File: src/hdl/fpt_pkg.sv
`default_nettype none
// ----------------------------------------------------------------------------
// fpt_pkg
// Shared constants, types and the helper function of the fan speed and
// tachometer monitor.
// ----------------------------------------------------------------------------
package fpt_pkg;

	localparam int TICKS_PER_MS      = 1000;
	localparam int PULSE_COUNT_WIDTH = 24;

	localparam int PRE_W      = $clog2(TICKS_PER_MS + 1);
	localparam int CFG_IDX_W  = 4;
	localparam int CFG_DATA_W = 16;
	localparam int NUM_W      = PULSE_COUNT_WIDTH + 16;
	localparam int DEN_W      = 20;
	localparam int CNT_W      = $clog2(NUM_W);

	localparam logic [15:0] RPM_MINUTE_MS = 16'd60000;
	localparam logic [15:0] GAP_SAT       = 16'hFFFF;
	localparam logic [6:0]  PCT_FULL      = 7'd100;

	localparam logic [CFG_IDX_W-1:0] CFG_PPR     = CFG_IDX_W'(0);
	localparam logic [CFG_IDX_W-1:0] CFG_WINDOW  = CFG_IDX_W'(1);
	localparam logic [CFG_IDX_W-1:0] CFG_STALL   = CFG_IDX_W'(2);
	localparam logic [CFG_IDX_W-1:0] CFG_MIN_GAP = CFG_IDX_W'(3);

	typedef enum logic [5:0] {
		S_IDLE = 6'b000001,
		S_EXEC = 6'b000010,
		S_MUL  = 6'b000100,
		S_DIV  = 6'b001000,
		S_SAT  = 6'b010000,
		S_DONE = 6'b100000
	} state_t;

	typedef struct packed {
		logic capture;
		logic exec;
		logic mul;
		logic div_step;
		logic sat;
		logic load_out;
	} cmd_t;

	typedef struct packed {
		logic close;
		logic div_last;
	} sts_t;

	// speed*255/100 through a reciprocal multiply, exact for speed up to 100
	function automatic logic [7:0] duty_of(input logic [6:0] speed);
		logic [14:0] p;
		logic [27:0] m;
		p = 15'(speed) * 15'd255;
		m = 28'(p) * 28'd5243;
		return m[26:19];
	endfunction

endpackage
`default_nettype wire

File: src/hdl/fpt_ctrl.sv
`default_nettype none
// ----------------------------------------------------------------------------
// fpt_ctrl
// Controller: sequences capture, update, rpm division and output load,
// and owns both channel handshakes.
// ----------------------------------------------------------------------------
module fpt_ctrl (
	input  wire logic          clk,
	input  wire logic          arst_n,
	input  wire logic          in_valid,
	output logic               in_stall,
	output logic               out_valid,
	input  wire logic          out_stall,
	input  wire fpt_pkg::sts_t sts,
	output fpt_pkg::cmd_t      cmd
);

	fpt_pkg::state_t state_q, state_d;
	logic            out_valid_q;
	logic            out_free;

	assign out_free = !out_valid_q || !out_stall;

	always_comb begin
		state_d = state_q;
		cmd     = '0;
		unique case (state_q)
			fpt_pkg::S_IDLE: begin
				if (in_valid) begin
					cmd.capture = 1'b1;
					state_d     = fpt_pkg::S_EXEC;
				end
			end
			fpt_pkg::S_EXEC: begin
				cmd.exec = 1'b1;
				state_d  = sts.close ? fpt_pkg::S_MUL : fpt_pkg::S_DONE;
			end
			fpt_pkg::S_MUL: begin
				cmd.mul = 1'b1;
				state_d = fpt_pkg::S_DIV;
			end
			fpt_pkg::S_DIV: begin
				cmd.div_step = 1'b1;
				if (sts.div_last) begin
					state_d = fpt_pkg::S_SAT;
				end
			end
			fpt_pkg::S_SAT: begin
				cmd.sat = 1'b1;
				state_d = fpt_pkg::S_DONE;
			end
			fpt_pkg::S_DONE: begin
				// wait for the output register to free up
				if (out_free) begin
					cmd.load_out = 1'b1;
					state_d      = fpt_pkg::S_IDLE;
				end
			end
			default: begin
				state_d = fpt_pkg::S_IDLE;
			end
		endcase
	end

	always_ff @(posedge clk or negedge arst_n) begin
		if (!arst_n) begin
			state_q     <= fpt_pkg::S_IDLE;
			out_valid_q <= 1'b0;
		end else begin
			state_q <= state_d;
			if (cmd.load_out) begin
				out_valid_q <= 1'b1;
			end else if (!out_stall) begin
				out_valid_q <= 1'b0;
			end
		end
	end

	assign in_stall  = (state_q != fpt_pkg::S_IDLE);
	assign out_valid = out_valid_q;

endmodule
`default_nettype wire

File: src/hdl/fpt_datapath.sv
`default_nettype none
// ----------------------------------------------------------------------------
// fpt_datapath
// Datapath: config registers, speed and tach counters, rpm multiply and
// restoring divider, result register.
// ----------------------------------------------------------------------------
module fpt_datapath (
	input  wire logic                           clk,
	input  wire logic                           arst_n,
	input  wire fpt_pkg::cmd_t                  cmd,
	output fpt_pkg::sts_t                       sts,
	input  wire logic                           cfg_we,
	input  wire logic [fpt_pkg::CFG_IDX_W-1:0]  cfg_index,
	input  wire logic [fpt_pkg::CFG_DATA_W-1:0] cfg_data,
	input  wire logic                           func,
	input  wire logic                           tach_fall,
	input  wire logic [7:0]                     speed_in,
	output logic [7:0]                          duty,
	output logic [6:0]                          speed_now,
	output logic [15:0]                         rpm,
	output logic                                stalled,
	output logic                                rpm_updated
);

	localparam logic [fpt_pkg::PULSE_COUNT_WIDTH-1:0] PULSE_MAX = '1;

	// configuration
	logic [3:0]  ppr_q;
	logic [15:0] window_q;
	logic [15:0] stall_rpm_q;
	logic [15:0] min_gap_q;

	// captured beat
	logic       func_q;
	logic       fall_q;
	logic [7:0] speed_in_q;

	// block state
	logic [6:0]                          speed_q;
	logic [15:0]                         rpm_q;
	logic [fpt_pkg::PULSE_COUNT_WIDTH-1:0] pulse_q;
	logic [15:0]                         gap_q;
	logic [fpt_pkg::PRE_W-1:0]           pre_q;
	logic [15:0]                         ms_q;
	logic                                upd_q;

	// divider
	logic [fpt_pkg::NUM_W-1:0] quo_q;
	logic [fpt_pkg::DEN_W-1:0] den_q;
	logic [fpt_pkg::DEN_W-1:0] rem_q;
	logic [fpt_pkg::CNT_W-1:0] cnt_q;

	// result register
	logic [7:0]  duty_q;
	logic [6:0]  speed_now_q;
	logic [15:0] rpm_out_q;
	logic        stalled_q;
	logic        rpm_updated_q;

	// tick update
	logic [15:0]                           gap_inc;
	logic                                  edge_ok;
	logic [fpt_pkg::PULSE_COUNT_WIDTH-1:0] pulse_next;
	logic [15:0]                           gap_next;
	logic [fpt_pkg::PRE_W-1:0]             pre_inc;
	logic                                  ms_tick;
	logic [15:0]                           ms_next;
	logic                                  close_c;
	logic [6:0]                            speed_clamp;

	// division step
	logic [fpt_pkg::DEN_W:0] trial;
	logic                    fits;
	logic [3:0]              ppr_eff;
	logic [15:0]             ms_eff;

	always_comb begin
		gap_inc    = (gap_q != fpt_pkg::GAP_SAT) ? gap_q + 16'd1 : gap_q;
		edge_ok    = fall_q && (gap_inc == fpt_pkg::GAP_SAT || gap_inc > min_gap_q);
		pulse_next = (edge_ok && pulse_q != PULSE_MAX) ?
			pulse_q + fpt_pkg::PULSE_COUNT_WIDTH'(1) : pulse_q;
		gap_next   = edge_ok ? 16'd0 : gap_inc;
		pre_inc    = pre_q + fpt_pkg::PRE_W'(1);
		ms_tick    = (pre_inc >= fpt_pkg::PRE_W'(fpt_pkg::TICKS_PER_MS));
		ms_next    = (ms_tick && ms_q != 16'hFFFF) ? ms_q + 16'd1 : ms_q;
		close_c    = ms_tick && (ms_next >= window_q);
		speed_clamp = (speed_in_q > 8'(fpt_pkg::PCT_FULL)) ?
			fpt_pkg::PCT_FULL : speed_in_q[6:0];
	end

	assign ppr_eff = (ppr_q != 4'd0) ? ppr_q : 4'd1;
	assign ms_eff  = (ms_q != 16'd0) ? ms_q : 16'd1;

	assign trial = {rem_q, quo_q[fpt_pkg::NUM_W-1]};
	assign fits  = (trial >= {1'b0, den_q});

	assign sts.close    = !func_q && close_c;
	assign sts.div_last = (cnt_q == fpt_pkg::CNT_W'(fpt_pkg::NUM_W - 1));

	always_ff @(posedge clk or negedge arst_n) begin
		if (!arst_n) begin
			ppr_q       <= 4'd2;
			window_q    <= 16'd1000;
			stall_rpm_q <= 16'd300;
			min_gap_q   <= 16'd9000;
		end else if (cfg_we) begin
			unique case (cfg_index)
				fpt_pkg::CFG_PPR:     ppr_q       <= cfg_data[3:0];
				fpt_pkg::CFG_WINDOW:  window_q    <= cfg_data[15:0];
				fpt_pkg::CFG_STALL:   stall_rpm_q <= cfg_data[15:0];
				fpt_pkg::CFG_MIN_GAP: min_gap_q   <= cfg_data[15:0];
				default: begin
				end
			endcase
		end
	end

	always_ff @(posedge clk or negedge arst_n) begin
		if (!arst_n) begin
			speed_q <= '0;
			rpm_q   <= '0;
			pulse_q <= '0;
			gap_q   <= fpt_pkg::GAP_SAT;
			pre_q   <= '0;
			ms_q    <= '0;
			upd_q   <= 1'b0;
		end else begin
			if (cmd.exec) begin
				if (func_q) begin
					speed_q <= speed_clamp;
					upd_q   <= 1'b0;
				end else begin
					pulse_q <= pulse_next;
					gap_q   <= gap_next;
					pre_q   <= ms_tick ? '0 : pre_inc;
					ms_q    <= ms_next;
					upd_q   <= close_c;
				end
			end
			// window closed: counters clear once their values are taken
			if (cmd.mul) begin
				pulse_q <= '0;
				ms_q    <= '0;
			end
			if (cmd.sat) begin
				rpm_q <= (|quo_q[fpt_pkg::NUM_W-1:16]) ? 16'hFFFF : quo_q[15:0];
			end
		end
	end

	always_ff @(posedge clk) begin
		if (cmd.capture) begin
			func_q     <= func;
			fall_q     <= tach_fall;
			speed_in_q <= speed_in;
		end
		if (cmd.mul) begin
			quo_q <= fpt_pkg::NUM_W'(pulse_q) * fpt_pkg::NUM_W'(fpt_pkg::RPM_MINUTE_MS);
			den_q <= fpt_pkg::DEN_W'(ppr_eff) * fpt_pkg::DEN_W'(ms_eff);
			rem_q <= '0;
			cnt_q <= '0;
		end
		if (cmd.div_step) begin
			// one quotient bit per cycle, msb first
			quo_q <= {quo_q[fpt_pkg::NUM_W-2:0], fits};
			rem_q <= fits ? fpt_pkg::DEN_W'(trial - {1'b0, den_q}) :
				trial[fpt_pkg::DEN_W-1:0];
			cnt_q <= cnt_q + fpt_pkg::CNT_W'(1);
		end
		if (cmd.load_out) begin
			duty_q        <= fpt_pkg::duty_of(speed_q);
			speed_now_q   <= speed_q;
			rpm_out_q     <= rpm_q;
			stalled_q     <= (speed_q != 7'd0) && (rpm_q < stall_rpm_q);
			rpm_updated_q <= upd_q;
		end
	end

	assign duty        = duty_q;
	assign speed_now   = speed_now_q;
	assign rpm         = rpm_out_q;
	assign stalled     = stalled_q;
	assign rpm_updated = rpm_updated_q;

endmodule
`default_nettype wire

File: src/hdl/fan_pwm_tach_monitor.sv
`default_nettype none
// ----------------------------------------------------------------------------
// fan_pwm_tach_monitor
// Fan speed setting and tachometer rpm measurement over a millisecond window.
//
// channel   handshake             payload
// input     in_valid / in_stall   func, tach_fall, speed_in
// output    out_valid / out_stall duty, speed_now, rpm, stalled, rpm_updated
// config    cfg_we                cfg_index, cfg_data
//
// a set-speed beat or a tick that closes no window passes the update state
// and then the done state into the output register; a tick that closes a
// window passes update, multiply, the one-bit-per-cycle restoring divider
// (40 steps) and saturate before the done state. one beat is in work at a
// time; in_stall is high from acceptance until the result is moved into the
// output register, which holds it under out_stall. reset leaves the pulse,
// millisecond and prescale counters cleared, the gap counter saturated and
// the config registers at their defaults.
// ----------------------------------------------------------------------------
module fan_pwm_tach_monitor (
	input  wire logic                           clk,
	input  wire logic                           arst_n,
	input  wire logic                           cfg_we,
	input  wire logic [fpt_pkg::CFG_IDX_W-1:0]  cfg_index,
	input  wire logic [fpt_pkg::CFG_DATA_W-1:0] cfg_data,
	input  wire logic                           in_valid,
	output logic                                in_stall,
	input  wire logic                           func,
	input  wire logic                           tach_fall,
	input  wire logic [7:0]                     speed_in,
	output logic                                out_valid,
	input  wire logic                           out_stall,
	output logic [7:0]                          duty,
	output logic [6:0]                          speed_now,
	output logic [15:0]                         rpm,
	output logic                                stalled,
	output logic                                rpm_updated
);

	fpt_pkg::cmd_t cmd;
	fpt_pkg::sts_t sts;

	fpt_ctrl u_ctrl (
		.clk       (clk),
		.arst_n    (arst_n),
		.in_valid  (in_valid),
		.in_stall  (in_stall),
		.out_valid (out_valid),
		.out_stall (out_stall),
		.sts       (sts),
		.cmd       (cmd)
	);

	fpt_datapath u_datapath (
		.clk         (clk),
		.arst_n      (arst_n),
		.cmd         (cmd),
		.sts         (sts),
		.cfg_we      (cfg_we),
		.cfg_index   (cfg_index),
		.cfg_data    (cfg_data),
		.func        (func),
		.tach_fall   (tach_fall),
		.speed_in    (speed_in),
		.duty        (duty),
		.speed_now   (speed_now),
		.rpm         (rpm),
		.stalled     (stalled),
		.rpm_updated (rpm_updated)
	);

endmodule
`default_nettype wire
File: config.mk
export PLATFORM = sky130hd
export DESIGN_NAME = fan_pwm_tach_monitor
export DESIGN_NICKNAME = d
export VERILOG_FILES = /design/src/hdl/fpt_pkg.sv /design/src/hdl/fpt_ctrl.sv /design/src/hdl/fpt_datapath.sv /design/src/hdl/fan_pwm_tach_monitor.sv
export SDC_FILE = /design/constraint.sdc
export NUM_CORES = 1
export LEC_CHECK = 0
export BUFFER_PORTS_ARGS = -buffer_cell sky130_fd_sc_hd__buf_2
export CAP_MARGIN = 20
export CORE_ASPECT_RATIO = 0.9
export CORE_MARGIN = 2
export CORE_UTILIZATION = 42
export DETAILED_ROUTE_END_ITERATION = 10
export PLACE_DENSITY_LB_ADDON = 0.12
export SLEW_MARGIN = 0
export SYNTH_ARGS = -nofsm -noshare
export SYNTH_HDL_FRONTEND = slang
export SYNTH_SLANG_ARGS = --single-unit
File: constraint.sdc
create_clock -name clk -period 11.6 [get_ports clk]
set_clock_uncertainty 0.15 [all_clocks]
set_input_delay 1.74 -clock clk [delete_from_list [all_inputs] [get_ports clk]]
set_output_delay 1.74 -clock clk [all_outputs]
set_load 0.1 [all_outputs]
==> impl_metrics.json, run 1 <==
{
  "dpl.cell_count": 3362,
  "ys_types": 88,
  "rsz0062_at_grt": "false",
  "postCtsResizedCells": 0,
  "rows": 86,
  "relSlewSlack_pct": 29.1,
  "ys_seq_area_share_pct": 29.7,
  "cpLargestDelayFamily": "adder cells",
  "vias_per_cell": 5.37,
  "numCtsBuffers": 35,
  "final.setup.tns_ns": 0,
  "start_kind": "flip-flop",
  "grt_overflow": 0,
  "worst_pin_slew_ns": 1.04,
  "cp.required_ns": 11.75,
  "ys_ff_latch": 278,
  "hold_buffers": 0,
  "drtAntennaViolNets": 0,
  "slowest_stage": "fa_1",
  "drive_gt1_share_pct": 9.26,
  "cts_tree": "built",
  "fmax_mhz": 106,
  "fin_crit_ns": 9.46,
  "io_buffer_count": 69,
  "critPathKind": "flip-flop to flip-flop",
  "final_cells": 3428,
  "finalNetCount": 3181,
  "die_h_microns": 239,
  "end_kind": "flip-flop",
  "grt_pass1_wl_mm": 101,
  "ys_warn_count": 0,
  "crit_path_max_incr_delay_ns": 0.64,
  "grt_max_degree": 86,
  "finalWorstSetupSlack_ns": 2.14,
  "syn_to_final_growth_pct": 8.94,
  "layout_common_cells": "inv_1, ha_1, fa_1",
  "synth_area_leaders": "fa_1, ha_1, edfxtp_1",
  "hold_viol": 0,
  "first_pass_iters": 5,
  "finalCritPeriodShare_pct": 81.5,
  "start_util_pct": 42.3,
  "place_congestion": 0.851,
  "crit_buf_inv": 7,
  "cts_buffer_depth": 3,
  "wl_per_cell_microns": 17.9,
  "layout_commonest_cell": "inv_1",
  "antenna_found_initial": 3,
  "die_x_microns": 265,
  "yosys.area.top_type_share_pct": 16.6,
  "root_buffer": "clkbuf_16",
  "dp_hpwl_mm": 47.8,
  "clkSlewWorstSetupHoldPaths_ns": 0.06,
  "clk_latency_ns": 0.57,
  "outcome": "completed",
  "synth.net_count": 3141,
  "place_ws_ns": 2.17,
  "drc": 0,
  "htreeDepth": 2,
  "grt_usage_pct": 19.8,
  "coreArea_sq_um": 60900,
  "synthArstFlopShare_pct": 53.6,
  "netlist_area_sq_um": 25700,
  "synth-edff-count": 129,
  "synth_top_area_cell": "fa_1",
  "synth_ff_type": "edfxtp_1",
  "dr.first_iter.drc_count": 1113,
  "setup_viol": 0,
  "worstPathMaxFanout": 7,
  "synth_cells": 2568,
  "die-area_sq_um": 63300,
  "syn_area_per_cell_sq_um": 10.0,
  "drt_wl_total_mm": 61.3,
  "worstHoldPathType": "flip-flop to flip-flop",
  "first_global_vias": 18625,
  "ioPinCount": 70,
  "arrival_ns": 9.61,
  "maxCapViolCount": 0,
  "slew_viol_final": 0,
  "cts_setup_buffers": 0,
  "clock_sinks": 278,
  "vias": 18394,
  "cpMostUsedCell": "fa_1"
}
-- cells in the mapped netlist (24+ instances only) --
cell type / count
nor2_1: 108
clkbuf_1: 69
o21ai_0: 127
inv_1: 350
nor3_1: 31
ha_1: 325
dfrtp_1: 116
nor2b_1: 33
a21o_1: 28
edfxtp_1: 129
nand4_1: 28
a21oi_1: 139
nand2_1: 210
a211oi_1: 24
and3_1: 26
xor2_1: 37
o31ai_1: 28
nand3_1: 77
xnor2_1: 82
mux2_2: 38
dfstp_2: 33
fa_1: 213
-- path summary, 6_finish.rpt --
check	to	slack, ns	from	cells after the start
worst max-delay path	u_datapath.duty[6]	2.14	u_datapath.speed_q[4]	32
worst min-delay path	u_datapath.rpm_updated	0.31	u_datapath.upd_q	0
worst max register to register	u_datapath.duty[6]	2.14	u_datapath.speed_q[4]	32
worst min register to register	u_datapath.rpm_updated	0.31	u_datapath.upd_q	0
max in group asynchronous	u_datapath.speed_q[0]	8.86	arst_n	2
min in group asynchronous	u_datapath.ppr_q[3]	1.07	arst_n	1
-- worst reg2reg max path: cells and delay by family, from the launching register on --
kind                       cells  cell delay (ns)
buffers and inverters          7             0.62
adders and majority gates     11             5.07
AOI/OAI and AO/OA              9             1.82
xor gates and xnor gates       2             0.61
DFF                            1             0.48
and+or+nand+nor                3             0.45
-- cell type report --
class | count | area [sq um]
Fill cell | 5792 | 32900
Clock inverter | 18 | 169
Antenna cell | 1 | 2.50
Inverter | 351 | 1320
Clock buffer | 46 | 947
Multi-Input combinational cell | 1858 | 16500
Timing Repair Buffer | 84 | 484
Tap cell | 792 | 991
Sequential cell | 278 | 7640
-- metal layers --
| layer | vias up | global-route usage (%) | part of all wire (%) |
|---|---|---|---|
| met2 | 250 | 30.5 | 44 |
| met1 | 9090 | 29.0 | 50 |
| met3 | 59 | 3.79 | 4.3 |
| li1 | 8995 | - | - |
| met5 | - | 0 | 0 |
| met4 | 0 | 4.19 | 1.9 |
-- registers in the layout, indices dropped and copies added (netlist names), 10 cells and up --
register                flops
u_datapath.window_q        16
u_datapath.ms_q            16
u_datapath.gap_q           16
u_datapath.pre_q           10
u_datapath.min_gap_q       16
u_datapath.den_q           20
u_datapath.pulse_q         24
u_datapath.quo_q           40
u_datapath.rpm             16
u_datapath.stall_rpm_q     16
u_datapath.rpm_q           16
u_datapath.rem_q           20
-- cell families after synthesis --
kind of cell | count (synthesis) | share of synthesized area (%)
and+or+nand+nor | 644 | 12.6
adders and majority gates | 538 | 32.4
AOI/OAI and AO/OA | 503 | 12.6
buffers and inverters | 432 | 6.38
DFF | 278 | 29.7
xor gates and xnor gates | 120 | 4.14
muxes | 53 | 2.25
-- per-stage QoR --
stage	hold slack (ns)	utilization (%)	instance area (sq um)
after floorplan	0.275	-	25700
after global placement	0.299	44.2	26900
after detailed placement	0.298	44.2	26900
after CTS	0.312	46.0	28000
after global routing	0.319	46.0	28000
final	0.315	46.0	28000
Power of run 1 is not shown: default switching activity piles up to over one toggle a cycle in this logic, so the estimate is an artifact.
==> run 2: changes to the inputs <==
==> constraint.sdc (replaced) <==
create_clock -name clk -period 8.45 [get_ports clk]
set_clock_uncertainty 0.15 [all_clocks]
set_input_delay 1.2675 -clock clk [delete_from_list [all_inputs] [get_ports clk]]
set_output_delay 1.2675 -clock clk [all_outputs]
set_load 0.1 [all_outputs]
==> impl_metrics.json, run 2 (synthesis gave the netlist of run 1 again) <==
{
  "grt.busiest_layer": "met2",
  "cp.required_ns": 8.61,
  "cts_buffer_depth": 3,
  "cts_tree": "built",
  "maxCapViolCount": 0,
  "vias_per_cell": 5.39,
  "finalCritPeriodShare_pct": 97.5,
  "rrSetupSlack_ns": 0.21,
  "vias": 18782,
  "grtUsageMet3_pct": 3.10,
  "grt_max_degree": 87,
  "die-area_sq_um": 63300,
  "root_buffer": "clkbuf_16",
  "layout_commonest_cell": "inv_1",
  "dr.first_iter.drc_count": 936,
  "syn_to_final_growth_pct": 12.9,
  "worstPathMaxFanout": 5,
  "top_register": "u_datapath.quo_q",
  "cpMostUsedCell": "fa_1",
  "clkSlewWorstSetupHoldPaths_ns": 0.06,
  "setup_viol": 0,
  "rr_startpoint": "u_datapath.speed_q[5]",
  "io_buffer_count": 69,
  "coreArea_sq_um": 60900,
  "outcome": "completed",
  "grt_usage_pct": 20.2,
  "hold-path-endpoint": "u_datapath.rpm_updated",
  "fmax_mhz": 121,
  "ioPinCount": 70,
  "rows": 86,
  "numCtsBuffers": 37,
  "antenna_found_initial": 4,
  "worst_pin_slew_ns": 1.08,
  "top_regs": "u_datapath.quo_q: 40 flops, u_datapath.pulse_q: 24 flops",
  "grt_overflow": 0,
  "relSlewSlack_pct": 28.0,
  "fin_crit_ns": 8.24,
  "hold_depth": 0,
  "slowest_stage": "fa_1",
  "globalRouteMet2Util_pct": 31.3,
  "htreeDepth": 2,
  "worst-r2r-cell-count": 32,
  "end_kind": "flip-flop",
  "crit_path_max_incr_delay_ns": 0.58,
  "start_util_pct": 42.3,
  "worstHoldPathType": "flip-flop to flip-flop",
  "register_area_sq_um": 7640,
  "rsz0062_at_grt": "true",
  "clk_latency_ns": 0.58,
  "r2r-end": "u_datapath.duty[6]",
  "dp_hpwl_mm": 47.9,
  "drt_wl_total_mm": 62.5,
  "largest_reg_flops": 40,
  "hold_viol": 0,
  "die_x_microns": 265,
  "multi_input_area_sq_um": 16900,
  "drive_gt1_share_pct": 13.5,
  "first_global_vias": 18921,
  "placed_area_sq_um": 27200,
  "finalNetCount": 3235,
  "die_h_microns": 239,
  "critPathKind": "flip-flop to flip-flop",
  "start_kind": "flip-flop",
  "num-fill-cells": 5670,
  "drc": 0,
  "slew_viol_final": 0,
  "clock_sinks": 278,
  "wl_per_cell_microns": 17.9,
  "hold_buffers": 0,
  "arrival_ns": 8.40,
  "hold_start": "u_datapath.upd_q",
  "final_area_sq_um": 29100,
  "first_pass_iters": 5,
  "grt_pass1_wl_mm": 102,
  "place_congestion": 0.899,
  "drtAntennaViolNets": 0,
  "layout_common_cells": "inv_1, ha_1, fa_1",
  "final.setup.tns_ns": 0,
  "gr-usage-met1_pct": 29.6
}
==> run 2: how the worst max path moves through the flow <==
| stage | from | to | cells after the start |
|---|---|---|---|
| finish | u_datapath.speed_q[5] | u_datapath.duty[6] | 32 |
| global route | u_datapath.speed_q[5] | u_datapath.duty[6] | 33 |
| CTS | u_datapath.speed_q[4] | u_datapath.duty[6] | 30 |
| detailed placement | u_datapath.speed_q[4] | u_datapath.duty[6] | 29 |
| global placement | u_datapath.speed_q[4] | u_datapath.duty[6] | 30 |
| floorplan | u_datapath.speed_q[4] | u_datapath.duty[6] | 32 |
==> run 2: layer usage <==
| layer | wire, microns | vias to the layer above |
|---|---|---|
| met1 | 31000 | 9304 |
| met4 | 1300 | 0 |
| met2 | 27600 | 300 |
| met3 | 2610 | 72 |
| met5 | 0 | - |
| li1 | - | 9106 |
==> run 2: final cells by class <==
type,count,share of cell area [%]
clock buffer,45,3.43
multi-input combinational,1858,58.1
clock inverter,23,1.23
inverter,351,4.53
tap,792,3.41
sequential,278,26.3
timing repair buffer,136,2.99
antenna,1,0.00861
==> run 2: critical path, delay by kind of cell, from the launching register on <==
kind / cells / cell delay, ns
compound gates: 9 / 1.36
simple gates: 2 / 0.38
buf+inv: 8 / 0.65
fa+ha+maj: 11 / 4.80
xor+xnor: 2 / 0.26
flops: 1 / 0.39
==> run 2: stage by stage <==
| stage | setup slack, ns | hold WS [ns] | util (%) | cells |
|---|---|---|---|---|
| 2_1_floorplan | 0.0129 | 0.275 | - | 2568 |
| 3_3_place_gp | -0.122 | 0.305 | 44.7 | 3404 |
| 3_5_place_dp | -0.184 | 0.295 | 44.7 | 3405 |
| 4_1_cts | 0.00769 | 0.309 | 47.0 | 3473 |
| 5_1_grt | -0.0762 | 0.340 | 47.7 | 3484 |
| 6_report | 0.210 | 0.312 | 47.7 | 3484 |
==> run 2: repair_timing <==
item	in CTS	in global routing
endpoints found under the setup margin	4	8
setup buffers	0	10
gates resized for setup	6	64
pin swaps	3	58
Power of run 2 is left out for the same reason.
==> run 3: changes to the inputs <==
--- a/config.mk
+++ b/config.mk
@@ -9,7 +9,7 @@
 export CAP_MARGIN = 20
 export CORE_ASPECT_RATIO = 0.9
 export CORE_MARGIN = 2
-export CORE_UTILIZATION = 42
+export CORE_UTILIZATION = 45
 export DETAILED_ROUTE_END_ITERATION = 10
 export PLACE_DENSITY_LB_ADDON = 0.12
 export SLEW_MARGIN = 0
==> impl_metrics.json, run 3 (synthesis gave the netlist of run 1 again) <==
{
  "outcome": "completed",
  "slowest_stage": "fa_1",
  "numCtsBuffers": 36,
  "worstPathMaxFanout": 4,
  "cpLargestDelayFamily": "adder cells",
  "top_register": "u_datapath.quo_q",
  "ioPinCount": 70,
  "fin_crit_ns": 8.22,
  "drtAntennaViolNets": 0,
  "crit_path_max_incr_delay_ns": 0.54,
  "grt.busiest_layer": "met2",
  "cpMostUsedCell": "fa_1",
  "finalNetCount": 3243,
  "crit_buf_inv": 11,
  "relSlewSlack_pct": 30.3,
  "io_buffer_count": 69,
  "cp.required_ns": 8.61,
  "final_cells": 3464,
  "syn_to_final_growth_pct": 12.1,
  "rr_startpoint": "u_datapath.speed_q[1]",
  "start_kind": "flip-flop",
  "dp_hpwl_mm": 47.8,
  "hold_viol": 0,
  "dpl.cell_count": 3385,
  "fmax_mhz": 122,
  "die_x_microns": 256,
  "die_h_microns": 231,
  "largest_reg_flops": 40,
  "top_regs": "u_datapath.quo_q: 40 flops, u_datapath.pulse_q: 24 flops",
  "first_global_vias": 18715,
  "setup_viol": 0,
  "place_congestion": 0.899,
  "critPathLaunch": "u_datapath.speed_q[1]",
  "die-area_sq_um": 59100,
  "drc": 0,
  "rows": 83,
  "maxCapViolCount": 0,
  "clk_latency_ns": 0.55,
  "grtUsageMet3_pct": 3.23,
  "finalCritPeriodShare_pct": 97.3,
  "slew_viol_final": 0,
  "drive_gt1_share_pct": 13.6,
  "grt_usage_pct": 21.1,
  "layout_commonest_cell": "inv_1",
  "arrival_ns": 8.38,
  "dr.first_iter.drc_count": 1075,
  "hold_start": "u_datapath.upd_q",
  "vias_per_cell": 5.43,
  "cts_tree": "built",
  "clkSlewWorstSetupHoldPaths_ns": 0.06,
  "layout_common_cells": "inv_1, ha_1, fa_1",
  "vias": 18809,
  "worstHoldPathType": "flip-flop to flip-flop",
  "grt_pass1_wl_mm": 101,
  "end_kind": "flip-flop",
  "wl_per_cell_microns": 17.9,
  "clock_sinks": 278,
  "drt_wl_total_mm": 62.0,
  "htreeDepth": 2,
  "grt_overflow": 0,
  "globalRouteMet2Util_pct": 33.2,
  "antenna_found_initial": 1,
  "worst_pin_slew_ns": 1.04,
  "hold_buffers": 0,
  "gr-usage-met1_pct": 30.5,
  "coreArea_sq_um": 56800,
  "grt_max_degree": 85,
  "rsz0062_at_grt": "true",
  "start_util_pct": 45.3,
  "first_pass_iters": 5,
  "cts_buffer_depth": 3,
  "critPathKind": "flip-flop to flip-flop",
  "root_buffer": "clkbuf_16"
}
==> run 3: cell count changes in the layout (fill, tap and decap cells not counted), moves of 3 or more <==
cell       change
bufinv_16      -6
ha_4           -3
clkbuf_8       +4
buf_4         +12
clkbuf_1       +4
==> run 3: what timing repair did <==
action | 4_1_cts | 5_1_grt
pin swaps | 5 | 39
endpoints found under the setup margin | 5 | 8
resized for setup | 6 | 60
setup buffers | 2 | 9
==> run 3: final cells by class <==
cell class / instances / area [sq um]
clock inverters: 14 / 136
flip-flops and latches: 278 / 7640
repair buffers: 145 / 922
inverters: 351 / 1320
multi-input cells: 1858 / 16800
well taps: 765 / 957
clock buffers: 52 / 1040
fillers: 5230 / 27900
diodes: 1 / 2.50
==> run 3: final timing paths <==
kind | to | slack (ns) | cells after the start
worst max-delay path | u_datapath.duty[6] | 0.23 | 35
worst min-delay path | u_datapath.rpm_updated | 0.32 | 0
worst max register to register | u_datapath.duty[6] | 0.23 | 35
worst min register to register | u_datapath.rpm_updated | 0.32 | 0
max in group asynchronous | u_datapath.pulse_q[23] | 6.14 | 2
min in group asynchronous | u_datapath.ms_q[9] | 0.62 | 1
==> run 3: stage by stage <==
step | setup WS (ns) | utilization (%) | setup TNS, ns | hold WS (ns) | instance area, sq um
detailed placement | -0.192 | 48.0 | -0.400 | 0.308 | 27300
CTS | 0.0100 | 50.1 | 0 | 0.321 | 28500
finish | 0.228 | 50.8 | 0 | 0.324 | 28900
floorplan | 0.0129 | - | 0 | 0.275 | 25800
global placement | -0.0905 | 48.0 | -0.0905 | 0.302 | 27300
global route | -0.0629 | 50.8 | -0.194 | 0.333 | 28900
==> run 3: layer usage <==
metal	wire (microns)	up-vias	share of wire [%]
met5	0	-	0
met4	1090	0	1.8
met3	2250	62	3.6
met2	28300	284	46
met1	30400	9337	49
li1	-	9126	-
Power of run 3 is left out for the same reason.
